## config.mk

```make
export PLATFORM = sky130hd
export DESIGN_NAME = prc_front
export DESIGN_NICKNAME = d
export VERILOG_FILES = /design/src/design/prc_pkg.sv /design/src/design/prc_front.sv
export SDC_FILE = /design/constraint.sdc
export NUM_CORES = 2
export LEC_CHECK = 0
export BUFFER_PORTS_ARGS = -buffer_cell sky130_fd_sc_hd__buf_2
export CAP_MARGIN = 15
export CORE_ASPECT_RATIO = 1.2
export CORE_MARGIN = 4
export CORE_UTILIZATION = 50
export CTS_CLUSTER_DIAMETER = 150
export DETAILED_ROUTE_END_ITERATION = 8
export GPL_TIMING_DRIVEN = 0
export PLACE_DENSITY = 0.69
export SYNTH_ARGS = -nofsm -noshare
export SYNTH_HDL_FRONTEND = slang
export SYNTH_SLANG_ARGS = --single-unit
```

## constraint.sdc

```tcl
create_clock -name clk -period 16.7 [get_ports clk]
set_clock_uncertainty 0.05 [all_clocks]
set_input_delay 5.01 -clock clk [delete_from_list [all_inputs] [get_ports clk]]
set_output_delay 5.01 -clock clk [all_outputs]
set_load 0.05 [all_outputs]
```

## src/design/prc_pkg.sv

```systemverilog
// Shared types and constants for the point rotation pipeline.
`default_nettype none

package prc_pkg;

  localparam int unsigned COORD_BITS_DEF = 32;
  localparam int unsigned ANGLE_BITS_DEF = 16;

  // Series arithmetic: terms are unsigned UQ2.30 and sums are signed Q3.30 values.
  localparam int unsigned FRAC_BITS    = 30;
  localparam int unsigned TERM_W       = 32;
  localparam int unsigned ACC_W        = 34;
  localparam int unsigned MAG_W        = 31;
  localparam int unsigned SERIES_TERMS = 7;

  localparam logic [TERM_W-1:0]       ONE_Q30     = 32'h4000_0000;
  localparam logic [TERM_W-1:0]       HALF_Q30    = 32'h2000_0000;
  localparam logic [TERM_W-1:0]       HALF_PI_Q30 = 32'd1686629713;
  localparam logic signed [ACC_W-1:0] ACC_ONE     = 34'sd1073741824;

  // Quadrant codes from the two top angle bits.
  typedef enum logic [1:0] {
    QUAD_0 = 2'd0,
    QUAD_1 = 2'd1,
    QUAD_2 = 2'd2,
    QUAD_3 = 2'd3
  } quad_t;

  // Sine / cosine series state handed from cell to cell.
  typedef struct packed {
    logic signed [ACC_W-1:0] sin_acc;
    logic signed [ACC_W-1:0] cos_acc;
    logic [TERM_W-1:0]       sin_term;
    logic [TERM_W-1:0]       cos_term;
    logic [TERM_W-1:0]       sin_prod;
    logic [TERM_W-1:0]       cos_prod;
    logic [TERM_W-1:0]       ang_sq;
  } trig_t;

endpackage

`default_nettype wire

```

## src/design/prc_front.sv

```systemverilog
// Front end: angle to radians, angle squared, center offset and its magnitude.
`default_nettype none

module prc_front
  import prc_pkg::*;
#(
  parameter int unsigned COORD_BITS = COORD_BITS_DEF,
  parameter int unsigned ANGLE_BITS = ANGLE_BITS_DEF
) (
  input  wire logic                         clk,
  input  wire logic                         rst,
  input  wire logic                         in_valid,
  output logic                              in_ready,
  input  wire logic signed [COORD_BITS-1:0] point_x,
  input  wire logic signed [COORD_BITS-1:0] point_y,
  input  wire logic signed [COORD_BITS-1:0] center_x,
  input  wire logic signed [COORD_BITS-1:0] center_y,
  input  wire logic [ANGLE_BITS-1:0]        turn_angle,
  output logic                              out_valid,
  input  wire logic                         out_ready,
  output trig_t                             out_trig,
  output logic [4*COORD_BITS+5:0]           out_geo
);

  localparam int unsigned CB = COORD_BITS;

  logic v0, v1, en0, en1;

  // stage 0 registers
  logic [TERM_W-1:0]   theta;
  logic signed [CB:0]  dx, dy;
  logic [CB-1:0]       cx0, cy0;
  logic [1:0]          quad0;

  // stage 1 registers
  trig_t               trig1;
  logic [CB:0]         mdx, mdy;
  logic                sdx, sdy;
  logic [CB-1:0]       cx1, cy1;
  logic [1:0]          quad1;

  logic [TERM_W-1:0]   frac_u;
  logic [63:0]         rad_prod, sq_prod;
  logic [TERM_W-1:0]   theta_next;
  trig_t               trig_next;

  assign en1      = !v1 || out_ready;
  assign en0      = !v0 || en1;
  assign in_ready = en0;

  assign frac_u     = {turn_angle[ANGLE_BITS-3:0], {(34-ANGLE_BITS){1'b0}}};
  assign rad_prod   = 64'(frac_u) * 64'(HALF_PI_Q30);
  assign theta_next = rad_prod[63:32];
  assign sq_prod    = 64'(theta) * 64'(theta);

  always_comb begin
    trig_next          = '0;
    trig_next.sin_term = theta;
    trig_next.cos_term = ONE_Q30;
    trig_next.ang_sq   = sq_prod[FRAC_BITS+TERM_W-1:FRAC_BITS];
  end

  always_ff @(posedge clk) begin
    if (rst) begin
      v0 <= 1'b0;
      v1 <= 1'b0;
    end else begin
      if (en0) v0 <= in_valid;
      if (en1) v1 <= v0;
    end
  end

  always_ff @(posedge clk) begin
    if (en0) begin
      theta <= theta_next;
      dx    <= (CB+1)'(point_x) - (CB+1)'(center_x);
      dy    <= (CB+1)'(point_y) - (CB+1)'(center_y);
      cx0   <= center_x;
      cy0   <= center_y;
      quad0 <= turn_angle[ANGLE_BITS-1:ANGLE_BITS-2];
    end
    if (en1) begin
      trig1 <= trig_next;
      mdx   <= dx[CB] ? (~dx + 1'b1) : dx;
      mdy   <= dy[CB] ? (~dy + 1'b1) : dy;
      sdx   <= dx[CB];
      sdy   <= dy[CB];
      cx1   <= cx0;
      cy1   <= cy0;
      quad1 <= quad0;
    end
  end

  assign out_valid = v1;
  assign out_trig  = trig1;
  assign out_geo   = {quad1, cy1, cx1, sdy, mdy, sdx, mdx};

endmodule

`default_nettype wire

```

Word-level counts from Yosys, hierarchy flattened

Index checks and enable logic that the tools add are counted.

Logic and storage cells: 33
Register bits after elaboration: 362
Output and inout bits: 364

$add $sub $neg: 4
Multipliers: 2
Reductions and logical operators: 4
Multiplexer cells: 2
Bitwise operators: 2

Operator list:

| kind                                                | count |
|---|---|
| adder 33 x 1 -> 33 bit, second input constant       | 2 |
| inverter 33 bit                                     | 2 |
| subtractor 32 x 32 -> 33 bit                        | 2 |
| two-way mux 32 bit                                  | 2 |
| multiplier 31 x 31 -> 62 bit                        | 1 |
| multiplier 14 x 31 -> 45 bit, second input constant | 1 |
| zero test 1 bit                                     | 2 |
| logical OR 1 bit                                    | 2 |

Logic depth before layout (Yosys ltp)

Depth in word-level cells: 3
Depth in mapped cells: 31
Gate-level depth less buffers: 29

Worst setup path after synthesis

Ideal clock, no wire load.

Path type: input port to output port
From: input out_ready
To: output in_ready
Stages: 2
Path slack: 2838 ps
Arrival: 8802 ps
Cell sequence: nor2b_1 nand2_1

Cells in the longest elaborated chain, start to end: 2

Ends and longest elaborated chain:

| item             | RTL line        | RTL |
|---|---|---|
| start, declared  | prc_front.sv:20 | `input wire logic out_ready,` |
| logical OR 1 bit | prc_front.sv:47 | `assign en1 = !v1 \|\| out_ready;` |
| logical OR 1 bit | prc_front.sv:48 | `assign en0 = !v0 \|\| en1;` |
| end, declared    | prc_front.sv:13 | `output logic in_ready,` |

No other way between the ends.

Worst setup path in the final report

Same ends and word-level chain as after synthesis.

==> qor.txt <==
Synth Area in Simple Gates: 8.29%
post-route DRC violation count: 0
Total Routing Usage GR: 25.8%
Worst Max-Slew Pin Slew: 1.19 ns
r2r setup slk: 6.14 ns
CP top delay family: simple AND/OR/NAND/NOR gates
XOR/XNOR share of the synthesized area: 3.42%
worst hold-check path type: reg2reg
pins over their slew limit: 0
Layout Nets: 6762
CTS Buf Count: 43
postcts setup bufs: 0
compound-gate portion of the synthesized area: 5.82%
remaining antenna violation count: 0
Tmin final: 11.92 ns
distinct cell type count after synthesis: 70
FF-to-FF End: out_trig[29]
CP max FO: 58
CTS tree: done
area growth from synthesis to final layout: 11.1%
global-route wire length before repair: 204000 um
critical path endpoint category: output pin
1st-iter DRT viols: 1930
fin cells: 6565
number of buffers and inverters on the critical path: 3
Synth Register Bits: 362
DIE WIDTH: 295 um
vias per inst: 5.14
asr flop ratio synth: 0%
Synth Area per Inst: 10.5 um^2
reg2reg path depth: 25
top-count cell post-synth: inv_1
worst path cell trace: buf_2 -> nor2b_1 -> nand2_4 -> buf_16 -> buf_2
clk slew on worst S/H paths: 0.06 ns
CP most frequent cell: buf_2
placed cells: 6483
Finished Core Util: 56.0%
router iterations before antenna repair: 6
worst path arrival time: 6.86 ns
# rows: 126
largest net degree at the start of global routing: 102
final setup vio count: 0
CTS max path bufs: 3
max-cap check violation count: 0
post-synthesis cell area: 0.0495 mm^2
post-DP HPWL: 110000 um
Max Fclk: 0.0839 GHz
Worst Hold End: cx1[6]
input/output buffers: 346
final design area excluding fillers: 0.0550 mm^2
leading area contributor after synthesis: fa_1
Die Ht: 353 um
core area: 0.0982 mm^2
Hold Path Depth: 0
HP Start: cx0[6]
initial antenna violation count: 4
Seq/Total Area, Yosys: 21.9%
cell area after placement: 0.0535 mm^2
Reg2Reg Launch Point: theta[5]
Slew headroom: 20.5%
slowest cell delay on critical path: 0.54 ns
Multi-input gate area: 0.0330 mm^2
vias in the first global route: 36594
Seq. cell area: 0.0109 mm^2
GRT Residual Overflow: 0
period utilization: 71.4%
Synth area leaders: fa_1 (35%), edfxtp_1 (22%), ha_1 (12%), inv_1 (9.2%), nand2_1 (2.6%)
Hold-fix buffers, CTS: 0
final WL: 132000 um
outcome: finished, final reports clean
Post-synth EDFFs: 360
WP data required: 11.64 ns
fill cell count: 8629
share of the synthesized area in the top cell type: 35.3%
Avg WL per Cell: 20.2 um
layout cells sized above 1: 11.6%
kind of critical path: in2out
Post-synth top cells: inv_1 (1218), fa_1 (873), ha_1 (493)
Synth Flop Type: edfxtp_1
Initial Util: 50.4%
RSZ-0062 raised after global routing: false
mux contribution to synthesized area: 0.104%
Skew-Pair Late Insertion Delay: 0.61 ns
combinational family with the most area after synthesis: adder cells
YS warnings: 0
CP startpoint kind: primary input
H-tree levels: 2
Final Hold Viols: 0
Die Area: 0.104 mm^2
via count: 33712
total negative slack: 0 ns
gp weighted congestion: 0.979
io pins: 512
post-cts resize count: 0
Crit-path slowest cell: nand2_4
Cells after Synth: 4691
Synth Area in Adders: 47.8%
Root Driver: clkbuf_16
Clock Sinks: 362
## kinds of logic (layout without fill, tap and decap cells)
logic type	after synthesis	after routing
buffers and inverters	1494	1921
adders and majority gates	1366	1366
and+or+nand+nor	828	828
AOI/OAI and AO/OA	441	441
DFF	362	362
xor gates and xnor gates	193	193
muxes	5	5
other	2	169
## layout make-up
class | count | area share, %
Sequential cell | 362 | 19.7
Multi-Input combinational cell | 2998 | 60.0
Tap cell | 1280 | 2.91
Timing Repair Buffer | 349 | 3.30
Buffer | 275 | 3.02
Clock inverter | 30 | 0.662
Antenna cell | 4 | 0.0182
Inverter | 1219 | 8.34
Clock buffer | 48 | 1.99
## sequential cells by signal (all words and copies together), names as in the netlist
| signal | count |
|---|---|
| dx | 33 |
| out_valid | 1 |
| quad0 | 2 |
| mdx | 33 |
| quad1 | 2 |
| theta | 31 |
| sdx | 1 |
| mdy | 33 |
| dy | 33 |
| out_trig | 63 |
| cx1 | 32 |
| cy1 | 32 |
| sdy | 1 |
| cx0 | 32 |
| cy0 | 32 |
| v0 | 1 |
## layout by cell type, fill, tap and decap left out, types with 6 or more instances in the layout
cell type  count
a211oi_1      15
a21boi_0       6
a21o_1        73
a21oi_1      130
a221oi_1       6
a31oi_1       12
and2_1       194
and3_1        15
buf_2        347
buf_4        167
clkbuf_1     111
clkbuf_16     43
clkinv_1       8
conb_1       165
edfxtp_1     360
fa_1         873
ha_1         493
inv_1       1217
nand2_1      345
nand2b_1      21
nand3_1       24
nand4_1       26
nor2_1        94
nor2b_1       30
nor3_1        21
o211ai_1      11
o21a_1        19
o21ai_0       78
o21bai_1      11
o31ai_1       23
o41ai_1       11
or2_2         12
or3_1         12
or4_1         11
xnor2_1      133
xor2_1        60
## worst register-to-register path, stage by stage, from the launching register on
cell and delay, ns:
edfxtp_1 0.43, clkbuf_1 0.76, clkbuf_1 0.88, inv_1 0.46, nor2_1 0.34, fa_1 0.49
fa_1 0.50, fa_1 0.52, inv_1 0.05, fa_1 0.47, inv_1 0.05, fa_1 0.48
fa_1 0.48, fa_1 0.49, fa_1 0.43, ha_1 0.38, a21o_1 0.18, a21oi_1 0.15
nor2b_1 0.07, o31ai_1 0.30, nand4_1 0.52, o21ai_0 0.72, a211oi_1 0.31, or2_2 0.37
a21oi_1 0.28, o211ai_1 0.15
## how the worst max path moves through the flow
stage | endpoint | cells after the start | start
3_5_place_dp | in_ready | 5 | out_ready
5_1_grt | in_ready | 5 | out_ready
6_report | in_ready | 5 | out_ready
3_3_place_gp | in_ready | 4 | out_ready
2_1_floorplan | in_ready | 2 | out_ready
4_1_cts | in_ready | 5 | out_ready
## stage by stage
step	hold slack [ns]	setup slack, ns
final	0.366	4.78
after global routing	0.372	4.62
after CTS	0.369	4.71
after detailed placement	0.355	4.72
after global placement	0.351	0.523
after floorplan	0.350	2.84
## per-layer routing
| metal | wire length [um] | vias up | GRT usage, % |
|---|---|---|---|
| li1 | - | 15291 | - |
| met1 | 45900 | 16744 | 28.8 |
| met2 | 67000 | 1299 | 45.6 |
| met3 | 11400 | 378 | 6.64 |
| met4 | 8020 | 0 | 12.9 |
| met5 | 0 | - | 0 |
Power is not shown: default switching activity piles up to over one toggle a cycle in this logic, so the estimate is an artifact.
